$ cat config.mk
export PLATFORM = sky130hd
export DESIGN_NAME = bcd_digit_rtc_register_bank_core
export DESIGN_NICKNAME = d
export VERILOG_FILES = /design/src/rtl/core/bdrtc_pkg.sv /design/src/rtl/core/bcd_digit_rtc_register_bank_core.sv
export SDC_FILE = /design/constraint.sdc
export NUM_CORES = 1
export LEC_CHECK = 0
export ABC_AREA = 0
export BUFFER_PORTS_ARGS = -buffer_cell sky130_fd_sc_hd__buf_2
export CAP_MARGIN = 25
export CORE_MARGIN = 2
export CORE_UTILIZATION = 65
export CTS_BUF_LIST = sky130_fd_sc_hd__clkbuf_4 sky130_fd_sc_hd__clkbuf_8
export DETAILED_ROUTE_END_ITERATION = 10
export HOLD_SLACK_MARGIN = 0.03
export PLACE_DENSITY = 0.89
export SLEW_MARGIN = 20
export SYNTH_ARGS = -nofsm -noshare
export SYNTH_HDL_FRONTEND = slang
export SYNTH_SLANG_ARGS = --single-unit
$ cat constraint.sdc
create_clock -name clk -period 8.7 [get_ports clk]
set_input_delay 1.74 -clock clk [delete_from_list [all_inputs] [get_ports clk]]
set_output_delay 1.74 -clock clk [all_outputs]
set_load 0.02 [all_outputs]
$ cat src/rtl/core/bdrtc_pkg.sv
// bdrtc_pkg: shared constants, register address codes and digit helpers
// for the bcd digit rtc register bank core and its checker
// no dependencies
package bdrtc_pkg;

  localparam int unsigned FIELD_W   = 8;
  localparam int unsigned DIGIT_W   = 4;
  localparam int unsigned NUM_TIME  = 6;
  localparam int unsigned TIME_IDX_W = 3;

  localparam logic [7:0] DIGIT_RADIX     = 8'd10;
  localparam logic [3:0] HOURS_TENS_MASK = 4'h3;
  localparam logic [7:0] CTRL_F_RESET    = 8'h04;

  // register address map, digit pairs occupy 0..B
  typedef enum logic [3:0] {
    ADDR_HOURS_TENS = 4'h5,
    ADDR_WEEKDAY    = 4'hC,
    ADDR_CTRL_D     = 4'hD,
    ADDR_CTRL_E     = 4'hE,
    ADDR_CTRL_F     = 4'hF
  } reg_addr_t;

  typedef enum logic {
    ACT_READ  = 1'b0,
    ACT_WRITE = 1'b1
  } action_t;

  // control d bit meanings
  localparam int unsigned CTRL_D_HOLD_BIT = 0;
  localparam int unsigned CTRL_D_SKIP_BIT = 3;

  // x / 10 for an 8-bit value, reciprocal multiply (exact for x < 1029)
  function automatic logic [4:0] div10(input logic [7:0] x);
    logic [18:0] p;
    p = {11'd0, x} * 19'd205;
    return p[15:11];
  endfunction

  // q % 10 for q <= 25
  function automatic logic [3:0] mod10_small(input logic [4:0] q);
    logic [4:0] r;
    if (q >= 5'd20) begin
      r = q - 5'd20;
    end else if (q >= 5'd10) begin
      r = q - 5'd10;
    end else begin
      r = q;
    end
    return r[3:0];
  endfunction

  function automatic logic [3:0] units_of(input logic [7:0] x);
    logic [7:0] r;
    r = x - ({3'd0, div10(x)} * DIGIT_RADIX);
    return r[3:0];
  endfunction

  function automatic logic [3:0] tens_of(input logic [7:0] x);
    return mod10_small(div10(x));
  endfunction

endpackage

$ cat src/rtl/core/bcd_digit_rtc_register_bank_core.sv
// bcd_digit_rtc_register_bank_core: 4-bit digit register view over binary time fields
// depends on bdrtc_pkg (address codes, divide-by-ten helpers)
//
// channel  | ports                         | content
// ---------+-------------------------------+------------------------------------------
// in       | in_tvalid/in_tready/in_tdata, | tuser: action (0 read, 1 write)
//          | in_tuser                      | tdata: address [3:0], write_data [7:4]
// out      | out_tvalid/out_tready/        | tdata: read_data [7:0], one per read
//          | out_tdata                     |
//
// one transfer per cycle sustained while results are taken: an access is captured
// in an input stage, decoded and applied from there, and a read result is then
// registered in the output register before it is offered
// writes give no result and never stall in the input stage; a read waits there only
// while the output register holds a result not yet taken
// synchronous active-low reset clears all time fields, weekday, control e and flags, control f to 4
module bcd_digit_rtc_register_bank_core
  import bdrtc_pkg::*;
(
  input  logic       clk,
  input  logic       rst_n,
  input  logic       in_tvalid,
  output logic       in_tready,
  input  logic [7:0] in_tdata,   // address [3:0], write_data [7:4]
  input  logic       in_tuser,   // action
  output logic       out_tvalid,
  input  logic       out_tready,
  output logic [7:0] out_tdata   // read_data [7:0]
);

  // input stage
  logic                 stg_valid_r;
  logic                 stg_write_r;
  logic [3:0]           stg_addr_r;
  logic [DIGIT_W-1:0]   stg_data_r;

  // output register
  logic                 out_valid_r;
  logic [FIELD_W-1:0]   out_data_r;

  // register bank state: seconds, minutes, hours, date, month, year
  logic [FIELD_W-1:0]   time_r [NUM_TIME];
  logic [FIELD_W-1:0]   weekday_r;
  logic                 hold_r;
  logic                 skip_r;
  logic [FIELD_W-1:0]   ctrl_e_r;
  logic [FIELD_W-1:0]   ctrl_f_r;

  logic                 stg_go;
  logic                 in_xfer;
  logic [TIME_IDX_W-1:0] time_idx;
  logic [FIELD_W-1:0]   field_sel;
  logic [DIGIT_W-1:0]   units_dig;
  logic [DIGIT_W-1:0]   tens_dig;
  logic [DIGIT_W-1:0]   tens_wr;
  logic [FIELD_W-1:0]   field_nxt;
  logic [FIELD_W-1:0]   rd_data;
  logic                 is_digit;

  // a write always retires; a read needs room in the output register
  assign stg_go    = stg_valid_r && (stg_write_r || !out_valid_r || out_tready);
  assign in_tready = !stg_valid_r || stg_go;
  assign in_xfer   = in_tvalid && in_tready;

  assign out_tvalid = out_valid_r;
  assign out_tdata  = out_data_r;

  // digit pair decode
  assign time_idx = stg_addr_r[3:1];
  assign is_digit = (stg_addr_r < ADDR_WEEKDAY);

  always_comb begin
    case (time_idx)
      3'd0:    field_sel = time_r[0];
      3'd1:    field_sel = time_r[1];
      3'd2:    field_sel = time_r[2];
      3'd3:    field_sel = time_r[3];
      3'd4:    field_sel = time_r[4];
      default: field_sel = time_r[5];
    endcase
  end

  assign units_dig = units_of(field_sel);
  assign tens_dig  = tens_of(field_sel);

  // hours tens keeps two bits of the written digit
  assign tens_wr = (stg_addr_r == ADDR_HOURS_TENS) ? (stg_data_r & HOURS_TENS_MASK)
                                                   : stg_data_r;

  // rebuild the field from the other digit, wraps at 8 bits
  always_comb begin
    if (stg_addr_r[0]) begin
      field_nxt = {4'd0, units_dig} + ({4'd0, tens_wr} * DIGIT_RADIX);
    end else begin
      field_nxt = ({4'd0, tens_dig} * DIGIT_RADIX) + {4'd0, stg_data_r};
    end
  end

  // read mux
  always_comb begin
    unique case (stg_addr_r) inside
      ADDR_WEEKDAY: rd_data = weekday_r;
      ADDR_CTRL_D:  rd_data = {7'd0, hold_r};
      ADDR_CTRL_E:  rd_data = ctrl_e_r;
      ADDR_CTRL_F:  rd_data = ctrl_f_r;
      default:      rd_data = {4'd0, stg_addr_r[0] ? tens_dig : units_dig};
    endcase
  end

  // input stage
  always_ff @(posedge clk) begin
    if (!rst_n) begin
      stg_valid_r <= 1'b0;
    end else if (in_tready) begin
      stg_valid_r <= in_tvalid;
    end
    if (in_xfer) begin
      stg_write_r <= in_tuser;
      stg_addr_r  <= in_tdata[3:0];
      stg_data_r  <= in_tdata[7:4];
    end
  end

  // output register
  always_ff @(posedge clk) begin
    if (!rst_n) begin
      out_valid_r <= 1'b0;
    end else if (stg_go && (stg_write_r == ACT_READ)) begin
      out_valid_r <= 1'b1;
    end else if (out_tready) begin
      out_valid_r <= 1'b0;
    end
    if (stg_go && (stg_write_r == ACT_READ)) begin
      out_data_r <= rd_data;
    end
  end

  // register bank writes
  always_ff @(posedge clk) begin
    if (!rst_n) begin
      for (int i = 0; i < NUM_TIME; i++) begin
        time_r[i] <= '0;
      end
      weekday_r <= '0;
      hold_r    <= 1'b0;
      skip_r    <= 1'b0;
      ctrl_e_r  <= '0;
      ctrl_f_r  <= CTRL_F_RESET;
    end else if (stg_go && (stg_write_r == ACT_WRITE)) begin
      unique case (stg_addr_r) inside
        ADDR_WEEKDAY: begin
          // an armed skip drops this one write
          if (!skip_r) begin
            weekday_r <= {4'd0, stg_data_r};
          end
          skip_r <= 1'b0;
        end
        ADDR_CTRL_D: begin
          if (stg_data_r[CTRL_D_HOLD_BIT]) begin
            hold_r <= 1'b1;
          end else if (stg_data_r == '0) begin
            hold_r <= 1'b0;
          end
          if (stg_data_r[CTRL_D_SKIP_BIT]) begin
            skip_r <= 1'b1;
          end
        end
        ADDR_CTRL_E: ctrl_e_r <= {4'd0, stg_data_r};
        ADDR_CTRL_F: ctrl_f_r <= {4'd0, stg_data_r};
        default: begin
          if (is_digit) begin
            time_r[time_idx] <= field_nxt;
          end
        end
      endcase
    end
  end

endmodule

==> After elaboration in Yosys (flattened, before gate mapping) <==
Memories as Yosys holds them, arrays and structs flattened.
Index checks and enable logic that the tools add are counted.
{ "word_totals": {"ff_bits": 33, "latch_bits": 0, "ram_bits": 48, "romBits": 0, "in_bits": 13, "n_memories": 1} }
{ "op_classes": {"addsub": 5, "mul": 4, "div": 0, "magnitude_cmp": 3, "eq_ne": 10, "n_shift": 0, "n_mux": 22, "bitwise_logic": 2, "reduce_logical": 21} }
{ "mem_list": {"columns": ["name", "words", "word_bits", "rd", "rd_ports_with_merged_regs", "write_ports", "line", "source"], "rows": [
  ["time_r", 6, 8, 6, 0, 6, "bcd_digit_rtc_register_bank_core.sv:42", "logic [FIELD_W-1:0] time_r [NUM_TIME];"]
]} }
{ "ops": {"columns": ["operator", "n"], "rows": [
  ["case mux 8 bit (5 select lines)", 1],
  ["== test 4 bit, second input constant", 4],
  ["multiplier 8 x 8 -> 16 bit, second input constant", 1],
  ["two-way mux 4 bit", 4],
  ["two-way mux 8 bit", 2],
  ["case mux 4 bit (4 select lines)", 1],
  ["multiplier 4 x 3 -> 7 bit, second input constant", 2],
  ["two-way mux 1 bit", 12],
  ["AND reduction 3 bit", 3],
  ["adder 4 x 8 -> 8 bit", 1],
  ["adder 8 x 4 -> 8 bit", 1],
  ["OR reduction 8 bit", 1],
  ["== test 3 x 2 -> 1 bit, second input constant", 2],
  ["nonzero test 2 bit", 3],
  [">= comparator 5 x 4 -> 1 bit, second input constant", 1],
  [">= comparator 5 bit, second input constant", 1],
  ["multiplier 5 x 3 -> 3 bit, second input constant", 1],
  ["== test 4 x 3 -> 1 bit, second input constant", 1],
  ["logical AND 1 bit", 4],
  ["zero test 4 bit", 1],
  ["less-than comparator 4 bit, second input constant", 1],
  ["AND reduction 2 bit", 2],
  ["OR reduction 4 bit", 1],
  ["subtractor 4 x 3 -> 4 bit, second input constant", 1],
  ["other kinds (11)", 15]
]} }

==> Longest topological paths before layout <==
Gate-level depths: netlist of run 1.
{ "logic_depth": {"word_depth": 10, "mapped_depth": 33} }

==> Worst setup path after synthesis of run 1 <==
OpenSTA, ideal clock, no wires.
{ "synth_timing": {"path_kind": "register -> register", "start": "reg stg_addr_r[1]", "end": "mem time_r[1][7], data pin", "setup_ns": 0.270, "t_arrival_ns": 7.363, "required_ns": 8.430, "path_slack_ns": 1.066, "path_stages_with_launch": 30, "n_path_buf": 2, "synth_period_minus_slack_ns": 7.634, "cell_sequence": "edfxtp_1 > buf_4 > clkbuf_1 > mux2_2 > a221oi_1 > nor2_1 > o21a_1 > ha_1 > fa_1 > fa_1 > inv_1 > fa_1 > inv_1 > ha_1 > nand3_1 > a21oi_1 > o21ai_0 > o311ai_4 > xnor2_1 > and3_1 > o22ai_2 > a21oi_1 > nor2_1 > ha_1 > fa_1 > and2_1 > nand3_1 > o21ai_1 > mux2i_1 > a21oi_1"} }
{ "synth_lines": {"columns": ["element", "line", "source"], "rows": [
  ["from (decl)", "bcd_digit_rtc_register_bank_core.sv:34", "logic [3:0] stg_addr_r;"],
  ["from (signal assigned)", "bcd_digit_rtc_register_bank_core.sv:119", "stg_addr_r <= in_tdata[3:0];"],
  ["to (decl)", "bcd_digit_rtc_register_bank_core.sv:42", null]
]} }

==> summary.txt, run 1 <==
Place
  – Post-DP HPWL: 9.847 mm
  – PortBufs: 18
  – Gp weighted congestion: 0.9141
  – Cell Area, Placed: 5852 um^2
  – Worst slack, placed: 0.3698 ns

Final layout
  – Area of the multi-input gates: 3306 um^2
  – # diodes: 0
  – Final instance area: 6053 um^2
  – Final nets: 673
  – Share of cells above drive strength 1: 0.1077
  – Most frequent cells in the layout: 67 x nor2_1, 61 x edfxtp_1, 58 x ha_1
  – Most common cell after layout, fill and taps aside: nor2_1
  – Fillers: 624
  – Area delta synth->final: 6.658%
  – Reg area: 2152 um^2

Setup path
  – Critical path class: flip-flop to flip-flop
  – CP Data Required Time: 8.79 ns
  – Worst EP arrival: 8.06 ns
  – CP Launch Type: flip-flop
  – Critical path peak fanout: 16
  – CP endpoint kind: flip-flop
  – Critical-path top delay cell: edfxtp_1
  – Max stage delay on crit path: 0.60 ns

Synthesis
  – Register bit total from synthesis: 77
  – Synth Instances: 574
  – YS warnings: 0
  – Primary FF master, synth: edfxtp_1
  – Seq/Total Area, Yosys: 0.3792
  – Syn avg cell area: 9.888 um^2
  – Post-synth EDFFs: 61
  – Yosys cell types: 71
  – Post-Syn Area: 5675 um^2
  – Post-synth ARST share: 0

Clocking
  – Htree depth: 3
  – Worst skew pair latency: 0.36 ns
  – CTS Hold Bufs: 0
  – CTS Buf Count: 9
  – Root buf cell: clkbuf_8
  – Clock sink count: 77
  – CTS clk-pin slew, worst paths: 0.08 ns
  – CTS tree: built
  – CTS max path bufs: 2

Global route
  – First-pass GRT wire length: 21.41 mm
  – Largest net degree at the start of global routing: 33
  – Vias in the first global route: 4,321
  – GRT overflow: 0
  – GRT Util Overall: 0.2851
  – Initial antenna violation count: 0

Die
  – Ports: 23
  – Row count: 34
  – Die Width: 97.44 um
  – Die height: 97.44 um
  – Die area: 9495 um^2
  – Initial Utilization: 0.6605
  – Core area: 8593 um^2

Detailed routing
  – Total Routed Length: 13.13 mm
  – 1st-iter DRT viols: 401
  – Residual DRC: 0
  – Via/cell ratio: 6.296
  – Drt wl/cell: 18.71 um
  – Routed via count: 4,420
  – Pre-antenna DRT Iters: 5
  – DRT antenna net count: 0

Timing
  – Setup Viol. Count Final: 0
  – Slew HR: 0.4475
  – Max-slew violation count: 0
  – Worst setup slack after layout: 0.7295 ns
  – Hold Vio Cnt, Final: 0
  – Final worst path period share: 0.9161
  – Setup TNS: 0 ns
  – Unrepaired setup endpoints after global routing: false
  – Fmax: 0.1255 GHz
  – Worst Max-Slew Pin Slew: 0.8270 ns
  – Min Tclk post-route: 7.970 ns
  – Skew final: 0.007614 ns

Status
  – Outcome: finished clean

Run
  – Total of max-cap violations: 0

Min path
  – Hold crit path type: flip-flop to flip-flop
[kinds of logic (layout without fill, tap and decap cells)]
logic type      Yosys count  after routing  share of synthesized area
other cells               1              4                  0.0006607
fa+ha+maj                71             71                     0.1737
simple gates            196            196                     0.1691
compound gates          120            120                     0.1442
buf+inv                  60             77                    0.04365
flops                    77             77                     0.3792
xor+xnor                 20             20                    0.03219
mux                      29             29                    0.05732
[registers in the layout, indices dropped and copies added, names as in the netlist]
register,flops
weekday_r,4
hold_r,1
time_r,48
stg_data_r,4
out_tvalid,1
skip_r,1
out_tdata,4
stg_addr_r,4
ctrl_f_r,4
ctrl_e_r,4
stg_write_r,1
stg_valid_r,1
[final cells by class]
cell class                 count  share of cell area
clock buffer                  11             0.02294
clock inverter                 5            0.005994
inverter                      34             0.02108
multi-input combinational    440              0.5461
sequential                    77              0.3555
tap                          108             0.02232
timing repair buffer          27             0.02604
[critical path, delay by kind of cell (launching register included)]
family / cells / cell delay, ns
buf+inv: 4 / 0.53
simple gates: 8 / 1.47
xor+xnor: 1 / 0.38
flops: 1 / 0.60
compound gates: 8 / 1.85
fa+ha+maj: 7 / 2.86
[timing repair]
item | 4_1_cts | 5_1_grt
buffers inserted | 0 | 1
endpoints found under the hold margin | 0 | 0
endpoints found under the setup margin | 0 | 24
resized for setup | 0 | 3
[cells in the mapped netlist, types with 5 or more instances]
master / number / area (um^2)
inv_1: 33 / 123.9
nand3_1: 18 / 90.09
edfxtp_1: 61 / 1832
and2_1: 5 / 31.28
clkbuf_1: 15 / 56.30
fa_1: 13 / 260.3
mux2i_1: 19 / 190.2
and3_1: 6 / 37.54
nor2_1: 67 / 251.5
o211ai_1: 8 / 60.06
nand2b_1: 12 / 75.07
nor3_1: 16 / 80.08
buf_4: 5 / 37.54
o21a_1: 5 / 37.54
dfxtp_1: 16 / 320.3
ha_1: 58 / 725.7
nand2_1: 36 / 135.1
xor2_1: 7 / 61.31
mux2_2: 7 / 78.83
xnor2_1: 12 / 105.1
o21ai_0: 24 / 120.1
a21oi_1: 37 / 185.2
nor2b_1: 19 / 118.9
[routing by layer]
| metal | global-route usage | part of all wire | vias up |
|---|---|---|---|
| met4 | 0.1421 | 0.033 | 0 |
| li1 | - | - | 2103 |
| met5 | 0 | 0 | - |
| met1 | 0.3728 | 0.41 | 2085 |
| met2 | 0.4727 | 0.49 | 198 |
| met3 | 0.03237 | 0.065 | 34 |
[stage by stage]
step,std cells,hold slack (ns),util
3_3_place_gp,685,0.4660,0.6810
3_5_place_dp,685,0.4863,0.6810
6_report,702,0.5022,0.7044
5_1_grt,702,0.5346,0.7044
4_1_cts,701,0.5023,0.7014
2_1_floorplan,577,0.4530,-
[path summary, 6_finish.rpt]
kind                                    start            to  slack [ns]  depth (start not counted)
worst max-delay path            stg_addr_r[2]  time_r[5][6]        0.73                         28
worst min-delay path              ctrl_f_r[2]   ctrl_f_r[2]        0.50                          2
worst max register to register  stg_addr_r[2]  time_r[5][6]        0.73                         28
worst min register to register    ctrl_f_r[2]   ctrl_f_r[2]        0.50                          2
Power of run 1 is not shown: default switching activity piles up to over one toggle a cycle in this logic, so the estimate is an artifact.
==> run 2, diff against run 1 <==
--- a/config.mk
+++ b/config.mk
@@ -8,12 +8,11 @@
 export ABC_AREA = 0
 export BUFFER_PORTS_ARGS = -buffer_cell sky130_fd_sc_hd__buf_2
 export CAP_MARGIN = 25
-export CORE_MARGIN = 2
 export CORE_UTILIZATION = 65
 export CTS_BUF_LIST = sky130_fd_sc_hd__clkbuf_4 sky130_fd_sc_hd__clkbuf_8
 export DETAILED_ROUTE_END_ITERATION = 10
 export HOLD_SLACK_MARGIN = 0.03
-export PLACE_DENSITY = 0.89
+export PLACE_DENSITY = 0.94
 export SLEW_MARGIN = 20
 export SYNTH_ARGS = -nofsm -noshare
 export SYNTH_HDL_FRONTEND = slang
==> summary.txt, run 2 (same netlist as run 1, synthesis figures left out) <==
Global route
  – Vias in the first global route: 4,424 (+2.4%)
  – GRT Util Overall: 0.3180 (+0.03286)
  – Initial antenna violation count: 0 (unchanged)
  – Largest net degree at the start of global routing: 33 (unchanged)
  – First-pass GRT wire length: 21.47 mm (+0.29%)
  – GRT overflow: 0 (unchanged)

Clocking
  – Htree depth: 3 (unchanged)
  – CTS clk-pin slew, worst paths: 0.08 ns (about the same)
  – CTS max path bufs: 2 (unchanged)
  – Root buf cell: clkbuf_8
  – CTS Buf Count: 9 (unchanged)
  – CTS Hold Bufs: 0 (unchanged)
  – Clock sink count: 77 (unchanged)
  – CTS tree: built
  – Worst skew pair latency: 0.34 ns (-0.02 ns)

Final layout
  – Share of cells above drive strength 1: 0.1141 (+0.006350)
  – Final nets: 675 (+0.30%)
  – Most common cell after layout, fill and taps aside: nor2_1
  – Max FFs per register: 48 (unchanged)
  – Fillers: 566 (-9.3%)
  – Area delta synth->final: 7.782%
  – Final Non-Filler Cells: 701 (-0.14%)
  – Biggest register: time_r
  – # diodes: 0 (unchanged)
  – Most frequent cells in the layout: 67 x nor2_1, 61 x edfxtp_1, 58 x ha_1

Die
  – Initial Utilization: 0.6805 (+0.02001)
  – Die Width: 95.44 um (-2.1%)
  – Core area: 8341 um^2 (-2.9%)
  – Die height: 95.44 um (-2.1%)
  – Die area: 9109 um^2 (-4.1%)
  – Ports: 23 (unchanged)
  – Row count: 33 (-2.9%)

Timing
  – Setup Viol. Count Final: 0 (unchanged)
  – Hold Vio Cnt, Final: 0 (unchanged)
  – Min Tclk post-route: 8.305 ns (+0.3346 ns)
  – Final worst path period share: 0.9546 (+0.03846)
  – Worst Max-Slew Pin Slew: 0.7692 ns (-0.05783 ns)
  – Max-slew violation count: 0 (unchanged)
  – Fmax: 0.1204 GHz (-4.0%)
  – Setup TNS: 0 ns (unchanged)
  – Slew HR: 0.4861 (+0.03863)
  – Skew final: 0.009532 ns (+0.001918 ns)
  – Unrepaired setup endpoints after global routing: false

Place
  – Inst Count DP: 682 (-0.44%)
  – PortBufs: 18 (unchanged)
  – Gp weighted congestion: 0.9547 (+4.4%)
  – Post-DP HPWL: 10.06 mm (+2.1%)

Detailed routing
  – Total Routed Length: 13.60 mm (+3.5%)
  – 1st-iter DRT viols: 485 (+21%)
  – Pre-antenna DRT Iters: 5 (unchanged)
  – Routed via count: 4,557 (+3.1%)
  – Residual DRC: 0 (unchanged)
  – Drt wl/cell: 19.40 um (+3.7%)
  – Via/cell ratio: 6.501 (+3.2%)
  – DRT antenna net count: 0 (unchanged)

Setup path
  – Critical-path top delay cell: edfxtp_1
  – Worst EP arrival: 8.39 ns (+0.33 ns)
  – CP Launch Type: flip-flop
  – Family with the most delay on the worst path: adder cells
  – Max stage delay on crit path: 0.65 ns (+0.05 ns)
  – Reg2reg setup slack: 0.39 ns (-0.33 ns)
  – Critical path peak fanout: 16 (unchanged)
  – Reg2reg end: time_r[4][7]
  – CP Data Required Time: 8.79 ns (about the same)
  – WP buf/inv: 3 (-1)
  – RR Startpoint: stg_addr_r[2]
  – R2R cell count: 27 (-3.6%)
  – Critical path class: flip-flop to flip-flop
  – CP endpoint kind: flip-flop

Status
  – Outcome: finished clean

Run
  – Total of max-cap violations: 0 (unchanged)

Min path
  – Hold_sp: ctrl_f_r[2]
  – Hold crit path type: flip-flop to flip-flop
  – Hold Path Stages: 2 (unchanged)
  – Worst min-delay path endpoint: ctrl_f_r[2]
## run 2: cell type report
type	instances	area, um^2	share of cell area
clock buffers	14	173.9	0.02843
clock inverters	2	35.03	0.005727
repair buffers	29	185.2	0.03027
well taps	105	131.4	0.02148
multi-input cells	440	3312	0.5414
flip-flops and latches	77	2152	0.3518
inverters	34	127.6	0.02086
## run 2: routing by layer
metal | share of wire | global-route usage
met2 | 0.50 | 0.5375
met5 | 0 | 0
met3 | 0.085 | 0.05821
met4 | 0.033 | 0.1530
met1 | 0.39 | 0.3919
## run 2: worst max path at each step
| stage | to | start | depth (start not counted) | slack (ns) |
|---|---|---|---|---|
| after detailed placement | time_r[5][7] | stg_addr_r[1] | 27 | 0.30 |
| after global routing | time_r[1][7] | stg_addr_r[2] | 27 | 0.07 |
| after floorplan | time_r[1][7] | stg_addr_r[1] | 29 | 1.07 |
| after global placement | time_r[1][7] | stg_addr_r[1] | 28 | 0.63 |
| final | time_r[4][7] | stg_addr_r[2] | 27 | 0.39 |
| after CTS | time_r[1][7] | stg_addr_r[1] | 27 | 0.23 |
## run 2: metrics by stage
stage	hold slack, ns	utilization	area [um^2]	setup slack (ns)
final	0.4954	0.7334	6117	0.3949
after global routing	0.5232	0.7334	6117	0.07086
after CTS	0.4937	0.7262	6057	0.2327
after detailed placement	0.4773	0.7012	5848	0.2971
after global placement	0.4611	0.7012	5848	0.6276
after floorplan	0.4530	-	5687	1.066
## run 2: worst register-to-register path, stage by stage, from the launching register on
cell,delay [ns]
edfxtp_1,0.65
or2_1,0.40
nand3_1,0.13
o221a_1,0.52
inv_1,0.17
ha_1,0.34
ha_1,0.28
inv_1,0.05
fa_1,0.53
inv_1,0.06
fa_1,0.49
ha_1,0.35
a21oi_1,0.25
a21oi_1,0.15
o21ai_0,0.35
o311ai_4,0.22
xnor2_2,0.22
nor2_1,0.31
o21ai_0,0.25
a21oi_1,0.33
nor2_1,0.09
ha_1,0.23
fa_1,0.59
and2_1,0.22
nand3_1,0.11
o21ai_1,0.21
mux2i_2,0.42
a21oi_1,0.12
## run 2: what timing repair did
item                                    4_1_cts  5_1_grt
endpoints found under the setup margin        0       24
resized for setup                             0        5
buffers inserted                              0        3
Power of run 2 is left out for the same reason.
==> run 3, diff against run 2 <==
--- a/config.mk
+++ b/config.mk
@@ -8,11 +8,11 @@
 export ABC_AREA = 0
 export BUFFER_PORTS_ARGS = -buffer_cell sky130_fd_sc_hd__buf_2
 export CAP_MARGIN = 25
-export CORE_UTILIZATION = 65
+export CORE_UTILIZATION = 50
 export CTS_BUF_LIST = sky130_fd_sc_hd__clkbuf_4 sky130_fd_sc_hd__clkbuf_8
 export DETAILED_ROUTE_END_ITERATION = 10
 export HOLD_SLACK_MARGIN = 0.03
-export PLACE_DENSITY = 0.94
+export PLACE_DENSITY = 0.78
 export SLEW_MARGIN = 20
 export SYNTH_ARGS = -nofsm -noshare
 export SYNTH_HDL_FRONTEND = slang
==> summary.txt, run 3 (same netlist as run 1, synthesis figures left out) <==
Global route
  – First-pass GRT wire length: 21.52 mm (+0.23%)
  – Initial antenna violation count: 0 (unchanged)
  – Vias in the first global route: 4,282 (-3.2%)
  – GRT overflow: 0 (unchanged)
  – Largest net degree at the start of global routing: 33 (unchanged)
  – GRT Util Overall: 0.2438 (-0.07414)

Timing
  – Setup Viol. Count Final: 0 (unchanged)
  – Hold Vio Cnt, Final: 0 (unchanged)
  – Skew final: 0.01403 ns (+0.004497 ns)
  – Setup TNS: 0 ns (unchanged)
  – Worst Max-Slew Pin Slew: 0.8490 ns (+0.07975 ns)
  – Final worst path period share: 0.9266 (-0.02797)
  – Unrepaired setup endpoints after global routing: false
  – Slew HR: 0.4329 (-0.05328)
  – Max-slew violation count: 0 (unchanged)
  – Fmax: 0.1240 GHz (+3.0%)
  – Final hold slack: 0.4945 ns (-0.0008990 ns)
  – Min Tclk post-route: 8.062 ns (-0.2434 ns)

Die
  – Core area: 10,940 um^2 (+31%)
  – Row count: 38 (+15%)
  – Die area: 11,780 um^2 (+29%)
  – Die height: 108.5 um (+14%)
  – Ports: 23 (unchanged)
  – Die Width: 108.5 um (+14%)
  – Initial Utilization: 0.5190 (-0.1615)

Min path
  – Hold_sp: ctrl_f_r[2]
  – Hold crit path type: flip-flop to flip-flop

Setup path
  – Crit path from: stg_addr_r[2]
  – Critical path peak fanout: 9 (-7)
  – Max stage delay on crit path: 0.58 ns (-0.07 ns)
  – RR Startpoint: stg_addr_r[2]
  – Critical path class: flip-flop to flip-flop
  – CP Launch Type: flip-flop
  – CP dominant cell by count: ha_1
  – Worst EP arrival: 8.16 ns (-0.23 ns)
  – CP Data Required Time: 8.80 ns (about the same)
  – Critical-path top delay cell: fa_1
  – CP endpoint kind: flip-flop

Final layout
  – Final Non-Filler Cells: 742 (+5.8%)
  – # diodes: 0 (unchanged)
  – Max FFs per register: 48 (unchanged)
  – Final nets: 681 (+0.89%)
  – Most frequent cells in the layout: 67 x nor2_1, 61 x edfxtp_1, 58 x ha_1
  – Most common cell after layout, fill and taps aside: nor2_1
  – Share of cells above drive strength 1: 0.1229 (+0.008830)
  – Area delta synth->final: 9.391%
  – Biggest register: time_r
  – Final Util: 0.5677 (-0.1657)

Clocking
  – Worst skew pair latency: 0.36 ns (+0.02 ns)
  – CTS tree: built
  – Clock sink count: 77 (unchanged)
  – Htree depth: 3 (unchanged)
  – CTS clk-pin slew, worst paths: 0.08 ns (about the same)
  – CTS Buf Count: 9 (unchanged)
  – CTS max path bufs: 2 (unchanged)
  – Root buf cell: clkbuf_8

Detailed routing
  – DRT antenna net count: 0 (unchanged)
  – Drt wl/cell: 18.01 um (-7.2%)
  – Total Routed Length: 13.37 mm (-1.7%)
  – Routed via count: 4,427 (-2.9%)
  – Highest routed layer: met4
  – Routed length on met1: 5.592 mm (+6.5%)
  – Met3 wire length: 946 um (-18%)
  – 1st-iter DRT viols: 565 (+16%)
  – DR WL met2: 6.598 mm (-2.2%)
  – Residual DRC: 0 (unchanged)
  – Pre-antenna DRT Iters: 5 (unchanged)
  – Via/cell ratio: 5.966 (-8.2%)

Place
  – Gp weighted congestion: 0.9135 (-4.3%)
  – Inst Count DP: 719 (+5.4%)
  – Post-DP HPWL: 9.934 mm (-1.2%)
  – PortBufs: 18 (unchanged)

Run
  – Total of max-cap violations: 0 (unchanged)

Status
  – Outcome: finished clean
## run 3: cell count changes in the layout (fill, tap and decap cells not counted), sizes merged
cell      change
bufinv        +1
buf           +6
clkbuf        -3
clkinvlp      +1
clkinv        +1
## run 3: layer usage
metal | up-vias | global-route usage
met1 | 2084 | 0.3128
met2 | 200 | 0.4200
li1 | 2122 | -
met5 | - | 0
met4 | 0 | 0.07336
met3 | 21 | 0.04099
## run 3: final cells by class
class,instances,area [um^2]
inverters,34,127.6
repair buffers,35,217.7
clock buffers,11,138.9
well taps,140,175.2
flip-flops and latches,77,2152
fillers,921,4727
clock inverters,5,76.32
multi-input cells,440,3321
## run 3: worst max-delay path, delay by kind of cell, from the launching register on
family	cells	cell delay [ns]
DFF	1	0.54
and+or+nand+nor	6	0.98
adders and majority gates	7	2.78
xor gates and xnor gates	1	0.34
buffers and inverters	4	0.46
muxes	1	0.41
AOI/OAI and AO/OA	9	2.30
## run 3: repair_timing
item	4_1_cts	5_1_grt
hold buffers	0	0
setup endpoints to repair	0	18
resized for setup	0	7
setup buffers	0	7
## run 3: final timing paths
check,slack [ns],endpoint,cells past startpoint
setup / recovery,0.64,time_r[0][7],28
hold / removal,0.49,ctrl_f_r[2],2
hold reg to reg,0.49,ctrl_f_r[2],2
setup reg to reg,0.64,time_r[0][7],28
## run 3: per-stage QoR
stage	instance area [um^2]	setup WS, ns
floorplan	5687	1.066
global placement	5907	0.6518
global route	6208	0.04739
CTS	6122	0.2805
detailed placement	5907	0.3222
finish	6208	0.6383
Power of run 3 is left out for the same reason.
